### src/hdl/aclp_pkg.sv
// ----------------------------------------------------------------------------
// ASCII control line parser package
// Character codes, limits, group bases, result codes, the parse phase type and character tests.
// ----------------------------------------------------------------------------
package aclp_pkg;

  // Characters that steer the parser.
  localparam logic [7:0] CHR_NL    = 8'h0A;
  localparam logic [7:0] CHR_TAB   = 8'h09;
  localparam logic [7:0] CHR_VT    = 8'h0B;
  localparam logic [7:0] CHR_FF    = 8'h0C;
  localparam logic [7:0] CHR_CR    = 8'h0D;
  localparam logic [7:0] CHR_SPACE = 8'h20;
  localparam logic [7:0] CHR_PLUS  = 8'h2B;
  localparam logic [7:0] CHR_MINUS = 8'h2D;
  localparam logic [7:0] CHR_ZERO  = 8'h30;
  localparam logic [7:0] CHR_NINE  = 8'h39;

  // Accumulator limits.
  localparam logic [7:0]  INDEX_SAT = 8'd255;
  localparam logic [10:0] VALUE_SAT = 11'd1025;
  localparam logic [10:0] LEVEL_MAX = 11'd1024;

  // Group bases of the index.
  localparam logic [7:0] CV_BASE     = 8'd0;
  localparam logic [7:0] KNOB_BASE   = 8'd10;
  localparam logic [7:0] KNOB_END    = 8'd20;
  localparam logic [7:0] BUTTON_BASE = 8'd30;
  localparam logic [7:0] BUTTON_END  = 8'd40;

  // Destination group codes.
  localparam logic [1:0] TGT_CV     = 2'd0;
  localparam logic [1:0] TGT_KNOB   = 2'd1;
  localparam logic [1:0] TGT_BUTTON = 2'd2;

  // Parse phase of the current line.
  typedef enum logic [4:0] {
    PH_IDX_LEAD = 5'b00001,
    PH_IDX_WS   = 5'b00010,
    PH_IDX_NUM  = 5'b00100,
    PH_VAL_WS   = 5'b01000,
    PH_VAL_NUM  = 5'b10000
  } phase_t;

  function automatic logic is_digit(input logic [7:0] c);
    return (c >= CHR_ZERO) && (c <= CHR_NINE);
  endfunction

  function automatic logic is_soft_ws(input logic [7:0] c);
    return (c == CHR_TAB) || (c == CHR_VT) || (c == CHR_FF) || (c == CHR_CR);
  endfunction

endpackage

### src/hdl/ascii_control_line_parser.sv
// ----------------------------------------------------------------------------
// ASCII control line parser
// Parses "index space value newline" lines from a byte stream into
// target, channel and level results.
// ----------------------------------------------------------------------------
// The block takes one received character per transaction and emits at most one
// result, only when a newline (0x0A) arrives. A line names an index and a value
// separated by a space; both are read like atoi (whitespace, optional sign,
// decimal digits up to the first non-digit). Index 0-9 selects a cv input,
// 10-19 a knob and 30-39 a button; channel is the index minus the group base.
// The level is the value clamped to 0..1024 and stands for level/1024 of full
// scale. Lines without a separating space, with nothing after that space,
// with a negative or out-of-range index produce nothing. Each character is
// captured in an input register, and then the parse state and the result
// register are updated from it, so a new character is accepted in every
// cycle as long as the result register is free or being taken.
// ----------------------------------------------------------------------------
module ascii_control_line_parser (
  input  logic        clk,
  input  logic        rst,
  input  logic        in_valid,
  output logic        in_stall,
  input  logic [7:0]  rx_byte,
  output logic        out_valid,
  input  logic        out_stall,
  output logic [1:0]  target,
  output logic [3:0]  channel,
  output logic [10:0] level
);

  // Input register holding one character waiting to be parsed.
  logic       q_valid;
  logic [7:0] q_byte;

  // Parse state of the current line.
  aclp_pkg::phase_t phase, phase_next;
  logic [7:0]  index_accum, index_accum_next;
  logic        index_negative, index_negative_next;
  logic [10:0] value_accum, value_accum_next;
  logic        value_negative, value_negative_next;
  logic        value_present, value_present_next;
  logic        digits_ended, digits_ended_next;

  // Result of the character in the input register.
  logic        emit;
  logic [1:0]  tgt_next;
  logic [3:0]  ch_next;
  logic [10:0] lvl_next;

  logic        proc;
  logic        out_free;

  // The character is parsed once the result register can take its result:
  // it is empty or its transaction completes in this cycle.
  assign out_free = !out_valid || !out_stall;
  assign proc     = q_valid && out_free;
  assign in_stall = q_valid && !out_free;

  // Digit arithmetic, shared by every phase.
  logic [3:0]  digit;
  logic [11:0] idx_mul;
  logic [13:0] val_mul;
  logic [7:0]  idx_dig;
  logic [10:0] val_dig;
  logic [7:0]  idx_off;

  assign digit   = 4'(q_byte - aclp_pkg::CHR_ZERO);
  assign idx_mul = ({4'b0, index_accum} << 3) + ({4'b0, index_accum} << 1)
                 + {8'b0, digit};
  assign val_mul = ({3'b0, value_accum} << 3) + ({3'b0, value_accum} << 1)
                 + {10'b0, digit};
  assign idx_dig = (idx_mul > {4'b0, aclp_pkg::INDEX_SAT}) ? aclp_pkg::INDEX_SAT
                                                          : idx_mul[7:0];
  assign val_dig = (val_mul > {3'b0, aclp_pkg::VALUE_SAT}) ? aclp_pkg::VALUE_SAT
                                                          : val_mul[10:0];

  always_comb begin
    logic ok;
    logic in_group;
    logic is_dig;
    logic is_soft;
    phase_next          = phase;
    index_accum_next    = index_accum;
    index_negative_next = index_negative;
    value_accum_next    = value_accum;
    value_negative_next = value_negative;
    value_present_next  = value_present;
    digits_ended_next   = digits_ended;
    emit                = 1'b0;
    tgt_next            = aclp_pkg::TGT_CV;
    idx_off             = index_accum - aclp_pkg::CV_BASE;
    in_group            = 1'b1;
    is_dig              = aclp_pkg::is_digit(q_byte);
    is_soft             = aclp_pkg::is_soft_ws(q_byte);

    // Group decode of the finished index.
    if (index_accum < aclp_pkg::KNOB_BASE) begin
      tgt_next = aclp_pkg::TGT_CV;
      idx_off  = index_accum - aclp_pkg::CV_BASE;
    end else if (index_accum < aclp_pkg::KNOB_END) begin
      tgt_next = aclp_pkg::TGT_KNOB;
      idx_off  = index_accum - aclp_pkg::KNOB_BASE;
    end else if (index_accum >= aclp_pkg::BUTTON_BASE &&
                 index_accum < aclp_pkg::BUTTON_END) begin
      tgt_next = aclp_pkg::TGT_BUTTON;
      idx_off  = index_accum - aclp_pkg::BUTTON_BASE;
    end else begin
      in_group = 1'b0;
    end
    ch_next = idx_off[3:0];

    // A negative value gives level zero; a large one is clamped.
    if (value_negative) begin
      lvl_next = '0;
    end else if (value_accum > aclp_pkg::LEVEL_MAX) begin
      lvl_next = aclp_pkg::LEVEL_MAX;
    end else begin
      lvl_next = value_accum;
    end

    // A minus sign with zero magnitude still counts as index zero.
    ok = value_present && !(index_negative && index_accum != '0)
         && (index_accum != aclp_pkg::INDEX_SAT) && in_group;

    if (q_byte == aclp_pkg::CHR_NL) begin
      emit = ok && (phase == aclp_pkg::PH_VAL_WS || phase == aclp_pkg::PH_VAL_NUM);
      phase_next          = aclp_pkg::PH_IDX_LEAD;
      index_accum_next    = '0;
      index_negative_next = 1'b0;
      value_accum_next    = '0;
      value_negative_next = 1'b0;
      value_present_next  = 1'b0;
      digits_ended_next   = 1'b0;
    end else begin
      unique case (phase)
        aclp_pkg::PH_IDX_LEAD, aclp_pkg::PH_IDX_WS: begin
          if (q_byte == aclp_pkg::CHR_SPACE) begin
            // Leading spaces are skipped; after other whitespace a space
            // separates an empty index from the value.
            if (phase == aclp_pkg::PH_IDX_WS) phase_next = aclp_pkg::PH_VAL_WS;
          end else if (is_soft) begin
            phase_next = aclp_pkg::PH_IDX_WS;
          end else begin
            phase_next = aclp_pkg::PH_IDX_NUM;
            if (q_byte == aclp_pkg::CHR_MINUS) index_negative_next = 1'b1;
            else if (q_byte == aclp_pkg::CHR_PLUS) index_negative_next = index_negative;
            else if (is_dig) index_accum_next = idx_dig;
            else digits_ended_next = 1'b1;
          end
        end
        aclp_pkg::PH_IDX_NUM: begin
          if (q_byte == aclp_pkg::CHR_SPACE) begin
            phase_next        = aclp_pkg::PH_VAL_WS;
            digits_ended_next = 1'b0;
          end else if (!digits_ended && is_dig) begin
            index_accum_next = idx_dig;
          end else begin
            digits_ended_next = 1'b1;
          end
        end
        aclp_pkg::PH_VAL_WS: begin
          value_present_next = 1'b1;
          if (q_byte != aclp_pkg::CHR_SPACE && !is_soft) begin
            phase_next = aclp_pkg::PH_VAL_NUM;
            if (q_byte == aclp_pkg::CHR_MINUS) value_negative_next = 1'b1;
            else if (q_byte == aclp_pkg::CHR_PLUS) value_negative_next = value_negative;
            else if (is_dig) value_accum_next = val_dig;
            else digits_ended_next = 1'b1;
          end
        end
        aclp_pkg::PH_VAL_NUM: begin
          value_present_next = 1'b1;
          if (!digits_ended && is_dig) value_accum_next = val_dig;
          else digits_ended_next = 1'b1;
        end
        default: begin
          phase_next = aclp_pkg::PH_IDX_LEAD;
        end
      endcase
    end
  end

  // Input register.
  always_ff @(posedge clk) begin
    if (rst) begin
      q_valid <= 1'b0;
    end else if (!in_stall) begin
      q_valid <= in_valid;
    end
    if (!in_stall && in_valid) q_byte <= rx_byte;
  end

  // Parse state.
  always_ff @(posedge clk) begin
    if (rst) begin
      phase          <= aclp_pkg::PH_IDX_LEAD;
      index_accum    <= '0;
      index_negative <= 1'b0;
      value_accum    <= '0;
      value_negative <= 1'b0;
      value_present  <= 1'b0;
      digits_ended   <= 1'b0;
    end else if (proc) begin
      phase          <= phase_next;
      index_accum    <= index_accum_next;
      index_negative <= index_negative_next;
      value_accum    <= value_accum_next;
      value_negative <= value_negative_next;
      value_present  <= value_present_next;
      digits_ended   <= digits_ended_next;
    end
  end

  // Result register.
  always_ff @(posedge clk) begin
    if (rst) begin
      out_valid <= 1'b0;
    end else if (proc) begin
      out_valid <= emit;
    end else if (!out_stall) begin
      out_valid <= 1'b0;
    end
    if (proc && emit) begin
      target  <= tgt_next;
      channel <= ch_next;
      level   <= lvl_next;
    end
  end

  // A new result only ever follows a parsed newline.
  a_result_from_newline: assert property (@(posedge clk) disable iff (rst)
    $rose(out_valid) |-> $past(proc && q_byte == aclp_pkg::CHR_NL))
    else $error("result appeared without a parsed newline");

  // Every parsed newline leaves the parser ready for a fresh line.
  a_newline_clears: assert property (@(posedge clk) disable iff (rst)
    (proc && q_byte == aclp_pkg::CHR_NL) |=>
      (phase == aclp_pkg::PH_IDX_LEAD && !value_present && index_accum == '0))
    else $error("parse state not cleared after newline");

  // A delivered result stays in range: level within full scale, a known target, channel at most 9.
  a_level_range: assert property (@(posedge clk) disable iff (rst)
    out_valid |-> (level <= aclp_pkg::LEVEL_MAX && target <= aclp_pkg::TGT_BUTTON
                   && channel <= 4'd9))
    else $error("result field out of range");

endmodule
### config.mk
export PLATFORM = sky130hd
export DESIGN_NAME = ascii_control_line_parser
export DESIGN_NICKNAME = d
export VERILOG_FILES = /design/src/hdl/aclp_pkg.sv /design/src/hdl/ascii_control_line_parser.sv
export SDC_FILE = /design/constraint.sdc
export NUM_CORES = 1
export LEC_CHECK = 0
export BUFFER_PORTS_ARGS = -buffer_cell sky130_fd_sc_hd__buf_2
export CAP_MARGIN = 25
export CELL_PAD_IN_SITES_DETAIL_PLACEMENT = 1
export CELL_PAD_IN_SITES_GLOBAL_PLACEMENT = 1
export CORE_UTILIZATION = 45
export CTS_CLUSTER_DIAMETER = 60
export DETAILED_ROUTE_END_ITERATION = 16
export GPL_TIMING_DRIVEN = 1
export HOLD_SLACK_MARGIN = 0.08
export PLACE_DENSITY_LB_ADDON = 0.1
export SYNTH_ARGS = -nofsm -noshare
export SYNTH_HDL_FRONTEND = slang
export SYNTH_SLANG_ARGS = --single-unit
export TNS_END_PERCENT = 50
### constraint.sdc
create_clock -name clk -period 6.2 [get_ports clk]
set_input_delay 1.24 -clock clk [delete_from_list [all_inputs] [get_ports clk]]
set_output_delay 1.24 -clock clk [all_outputs]
set_load 0.01 [all_outputs]
Yosys cells after proc, flatten, opt, wreduce, memory -nomap -nowiden
Index checks and enable logic that the tools add are counted.
{"block": "word_totals", "regBits": 55, "in_bits": 12, "output_inout_bits": 19, "elab_cells": 166}
{"block": "classes", "addsub": 7, "magnitude_cmp": 9, "eq_ne": 33, "muxes": 57, "reduce_logical": 45}
{"cell": "$mux W11", "count": 8}
{"cell": "$mux W8", "count": 9}
{"cell": "$eq A8 B4 Y1 const B", "count": 5}
{"cell": "$ne A3 B3 Y1 const B", "count": 11}
{"cell": "$mux W1", "count": 26}
{"cell": "$mux W5", "count": 5}
{"cell": "$eq A8 B6 Y1 const B", "count": 3}
{"cell": "$pmux W11 S2", "count": 1}
{"cell": "$pmux W5 S4", "count": 1}
{"cell": "$pmux W8 S2", "count": 1}
{"cell": "$reduce_and A5 Y1", "count": 3}
{"cell": "$add A14 B12 Y14", "count": 1}
{"cell": "$add A14 B4 Y14", "count": 1}
{"cell": "$gt A14 B11 Y1 const B", "count": 1}
{"cell": "$logic_and A1 B1 Y1", "count": 13}
{"cell": "$add A11 B9 Y12", "count": 1}
{"cell": "$add A12 B4 Y12", "count": 1}
{"cell": "$gt A12 B8 Y1 const B", "count": 1}
{"cell": "$mux W4", "count": 3}
{"cell": "$gt A11 B11 Y1 const B", "count": 1}
{"cell": "$reduce_bool A2 Y1", "count": 5}
{"cell": "$reduce_and A9 Y1", "count": 1}
{"cell": "$ge A8 B5 Y1 const B", "count": 1}
{"cell": "$ge A8 B6 Y1 const B", "count": 1}
{"cell": "other kinds (29)", "count": 47}

Longest topological paths before layout
{"block": "depth", "ltp_word": 11, "depth_mapped": 11, "depth_no_buf": 11}

Least setup slack after synthesis
Ideal clock, no wire load.
{"block": "synth_timing", "path_kind": "in2reg", "from": "input out_stall", "to": "register value_accum[1]", "setup_time_ps": 68, "arrival_time_ps": 3403, "required_ps": 6132, "slack_ps": 2730, "path_stages": 7, "path_buffers": 0, "path_cell_list": "a21bo_4 > or4_4 > or3_1 > a222oi_1 > o311ai_1 > or4b_4 > o21ai_2"}
{"block": "synth_between", "elab_chain_len": 4}
{"element": "start: declaration", "line_no": "ascii_control_line_parser.sv:25", "text": "input logic out_stall,"}
{"element": "$logic_not A1 Y1"}
{"element": "$logic_or A1 B1 Y1", "line_no": "ascii_control_line_parser.sv:55", "text": "assign out_free = !out_valid || !out_stall;"}
{"element": "$logic_and A1 B1 Y1", "line_no": "ascii_control_line_parser.sv:56", "text": "assign proc = q_valid && out_free;"}
{"element": "$reduce_and A7 Y1 (no line)"}
{"element": "end signal: assignment", "line_no": "ascii_control_line_parser.sv:207", "text": "value_accum <= value_accum_next;"}
{"element": "end: declaration", "line_no": "ascii_control_line_parser.sv:39", "text": "logic [10:0] value_accum, value_accum_next;"}
No other way between the ends.
A chain may end at the register's enable or synchronous reset.

Worst setup path after layout
{"block": "layout_timing", "from": "register q_byte[3]", "to": "register value_accum[6]"}
{"block": "layout_between", "elab_chain_len": 10, "elab_cells_between_ends": 35, "classes_between": "add/sub (2); order compare (3); eq/ne (13); mux (8); reduce/logical (9)"}
{"element": "start: declaration", "line_no": "ascii_control_line_parser.sv:33", "text": "logic [7:0] q_byte;"}
{"element": "start signal: assignment", "line_no": "ascii_control_line_parser.sv:190", "text": "if (!in_stall && in_valid) q_byte <= rx_byte;"}
{"element": "$sub A4 B1 Y4", "line_no": "ascii_control_line_parser.sv:67", "text": "assign digit = 4'(q_byte - aclp_pkg::CHR_ZERO);"}
{"element": "$add A14 B4 Y14", "line_no": "ascii_control_line_parser.sv:71", "text": "+ {10'b0, digit};"}
{"element": "$gt A14 B11 Y1", "line_no": "ascii_control_line_parser.sv:74", "text": "assign val_dig = (val_mul > {3'b0, aclp_pkg::VALUE_SAT}) ? aclp_pkg::VALUE_SAT"}
{"element": "$mux W11", "line_no": "ascii_control_line_parser.sv:74"}
{"element": "$mux W11", "line_no": "ascii_control_line_parser.sv:167", "text": "else if (is_dig) value_accum_next = val_dig;"}
{"element": "$mux W11", "line_no": "ascii_control_line_parser.sv:166", "text": "else if (q_byte == aclp_pkg::CHR_PLUS) value_negative_next = value_negative;"}
{"element": "$mux W11", "line_no": "ascii_control_line_parser.sv:165", "text": "if (q_byte == aclp_pkg::CHR_MINUS) value_negative_next = 1'b1;"}
{"element": "$mux W11", "line_no": "ascii_control_line_parser.sv:163", "text": "if (q_byte != aclp_pkg::CHR_SPACE && !is_soft) begin"}
{"element": "$pmux W11 S2", "line_no": "ascii_control_line_parser.sv:135", "text": "unique case (phase)"}
{"element": "$mux W11", "line_no": "ascii_control_line_parser.sv:125", "text": "if (q_byte == aclp_pkg::CHR_NL) begin"}
Several ways; a longest one is shown, not always the timed one. The select of a mux whose other input is x is not followed.

==> impl_metrics.toml <==
[worst_setup_path]
cp_max_fo = 9
regToRegSetupSlack_ns = 2.47
arrival_ns = 3.97
cp-end-kind = "flip-flop"
critPathLaunchType = "flip-flop"
rr_worst_depth = 11
critPathKind = "reg -> reg"
worstPathRequired_ns = 6.45
r2r_end = "value_accum[6]"
rr_startpoint = "q_byte[3]"

[power]
p_leak_nw = 1.81
switching_share = 0.250
switchingPower_w = 0.000162
clockPowerShare = 0.314
p_int_w = 0.000486
vdd_drop_max_v = 0.0000991
pwr_density_cell_nw_per_um2 = 160
seq_power_share = 0.612
power.total_w = 0.000648
combPwrFrac = 0.074

[cells_and_area]
final.fill_count = 942
n_antenna_cell = 0
design_area_sq_um = 4050
stdcell_count = 541
nNetsFinal = 492
area_growth_pct = 9.03
final_layout_size_suffix_gt1_frac = 0.114

[clock_network]
clock_sinks = 55
clk_pin_slew_ns = 0.10
insertion_delay_ns = 0.31
cts_tree = "built"
cts.path.max_buffers = 2
cts.repair.resized = 0
postCtsSetupRepairBufs = 0
cts_made_buffers = 5
cts-root-buf = "clkbuf_8"
htree_levels = 2
postCtsHoldBufs = 0

[die]
die_w_um = 92.8
dieArea_sq_um = 8620
ioPinCount = 31
std_cell_rows = 32
initial_utilization = 0.473
core_sq_um = 7850
die_h_um = 92.8

[yosys]
yosys.area.top_type = "edfxtp_1"
netlist_area_sq_um = 3710
ys_seq_area_frac = 0.364
synth_cell_types = 59
synthArstFlopShare = 0
synth_nets = 465
synth_top_area_frac = 0.202
syn_inst = 411
synth_area_leaders = "edfxtp_1 (20%), dfxtp_1 (16%), ha_1 (13%)"
synth_ff_type = "dfxtp_1"
syn_area_per_cell_sq_um = 9.03
synth_seq_cells = 55
ys.warnings.count = 0
synth_edf_count = 25

[timing]
fin_worst_skew_ns = 0.00727
tns_ns = 0
max_freq_mhz = 268
fin_crit_ns = 3.73
fin_crit_sh = 0.601
maxSlewViolCount = 0
hold_viol_final = 0
rsz0062_at_grt = "false"
setup_viol = 0
worst_slew_pin_slew_ns = 0.867
slew_headroom = 0.407

[drt]
dr_total_vias = 3169
drt_iter0_markers = 70
wl_per_cell_um = 17.1
drc = 0
routed_via_density = 5.86
antenna_left = 0
drtPass1Iterations = 4
drt_wl_total_um = 9250

[grt]
overflow = 0
grt_first_pass_wirelength_um = 16200
grt_antenna_before_repair = 0
grt_pass1_vias = 3363
grt.total_usage = 0.236
grt_max_degree = 19

[run]
cap_violations = 0

[placement]
gp_congestion = 0.851
post-place-cells = 533
portBuffers = 30
dp_hpwl_um = 7330
placed_cell_area_sq_um = 3960

[hold_path]
min_from = "value_present"
holdPathEnd = "value_present"
hold_depth = 2
hold_class = "reg -> reg"

[outcome]
status = "finished, final reports clean"
## cells by family (layout without fill, tap and decap cells)
| kind of cell | after synthesis | after routing | share of synthesized area |
|---|---|---|---|
| AO/OA/AOI/OAI | 106 | 106 | 0.187 |
| XOR/XNOR | 13 | 13 | 0.0307 |
| adder cells (fa/ha/maj) | 42 | 42 | 0.150 |
| buffers and inverters | 33 | 61 | 0.0340 |
| flip-flops | 55 | 55 | 0.364 |
| multiplexers | 3 | 3 | 0.00809 |
| AND/OR/NAND/NOR | 159 | 159 | 0.226 |
## Yosys cell counts, types with 2 or more instances
library cell / n
a21o_1: 9
a21oi_1: 31
a221o_1: 2
a22oi_1: 2
a31oi_1: 4
a32o_1: 3
and2_1: 10
and3_1: 8
and4_1: 2
buf_2: 2
clkbuf_1: 10
dfxtp_1: 30
edfxtp_1: 25
fa_1: 4
ha_1: 38
inv_1: 21
mux2i_1: 3
nand2_1: 31
nand2b_1: 6
nand3_1: 6
nand3b_1: 3
nand4_1: 2
nor2_1: 39
nor2b_1: 11
nor3_1: 14
nor3b_1: 2
nor4_1: 9
o211ai_1: 3
o21a_1: 2
o21ai_0: 25
o21ai_2: 6
o21bai_1: 4
or3_1: 3
or4_1: 5
xnor2_1: 7
xor2_1: 6
## per-layer routing
metal | track usage | vias to the layer above | wire length, um
li1 | - | 1561 | -
met1 | 0.286 | 1544 | 4270
met2 | 0.430 | 51 | 4630
met3 | 0.0304 | 13 | 203
met4 | 0.0731 | 0 | 157
met5 | 0 | - | 0
## state kept, by name, summed over array words and instances (netlist names)
name            count
channel             4
digits_ended        1
index_accum         8
index_negative      1
level              11
out_valid           1
phase               5
q_byte              8
q_valid             1
target              2
value_accum        11
value_negative      1
value_present       1
## worst max-delay path: stages, from the launching register on
cell and delay [ns]:
edfxtp_1 0.53, inv_1 0.14, fa_1 0.55, inv_1 0.06
ha_1 0.30, a211oi_1 0.30, o21ai_0 0.23, o2111ai_1 0.14
a21oi_1 0.10, or4_1 0.53, or4b_4 0.64, o21ai_2 0.14
## cell type report
cell class | instances | area, sq um | share of cell area
clock buffers | 6 | 72.6 | 0.0179
clock inverters | 2 | 17.5 | 0.00433
inverters | 21 | 78.8 | 0.0195
multi-input cells | 323 | 2230 | 0.552
flip-flops and latches | 55 | 1350 | 0.334
well taps | 102 | 128 | 0.0315
repair buffers | 32 | 165 | 0.0408
## cell usage in the layout, fill, tap and decap left out, drive strengths merged, types with 3 or more instances in the layout
cell type | netlist | routed
fa | 4 | 4
dfxtp | 30 | 30
mux2i | 3 | 3
nor3 | 14 | 14
a32o | 3 | 3
o21bai | 4 | 4
and2 | 10 | 10
a31oi | 4 | 4
a21o | 9 | 9
nand3 | 6 | 6
o21ai | 31 | 31
buf | 2 | 32
a21oi | 31 | 31
nand2 | 31 | 31
or3 | 3 | 3
nor2b | 11 | 11
nor4 | 9 | 9
nand2b | 6 | 6
or4 | 6 | 6
nand3b | 3 | 3
o211ai | 3 | 3
and3 | 8 | 8
edfxtp | 25 | 25
nor2 | 39 | 39
inv | 21 | 21
xor2 | 6 | 6
xnor2 | 7 | 7
clkbuf | 10 | 6
ha | 38 | 38
## how the worst max path moves through the flow
stage / startpoint / end / slack [ns]
6_report: q_byte[3] / value_accum[6] / 2.47
5_1_grt: q_byte[3] / value_accum[6] / 2.19
4_1_cts: q_byte[3] / value_accum[6] / 2.47
3_5_place_dp: out_stall / value_accum[6] / 2.44
3_3_place_gp: out_stall / value_accum[2] / 2.50
2_1_floorplan: out_stall / value_accum[1] / 2.73
## metrics by stage
step / hold WS (ns) / worst slack (ns) / util
2_1_floorplan: 0.432 / 2.73 / -
3_3_place_gp: 0.446 / 2.50 / 0.504
3_5_place_dp: 0.466 / 2.44 / 0.504
4_1_cts: 0.489 / 2.47 / 0.516
5_1_grt: 0.518 / 2.19 / 0.516
6_report: 0.484 / 2.47 / 0.516
## power by group through the flow
stage / sequential [W] / clock, W / combinational (W)
after floorplan: 0.000398 / 0 / 0.0000370
after global placement: 0.000404 / 0 / 0.0000462
after detailed placement: 0.000405 / 0 / 0.0000476
after CTS: 0.000397 / 0.000211 / 0.0000481
after global routing: 0.000398 / 0.000222 / 0.0000543
final: 0.000397 / 0.000204 / 0.0000478
No activity file was read; power rests on OpenSTA's default activity.
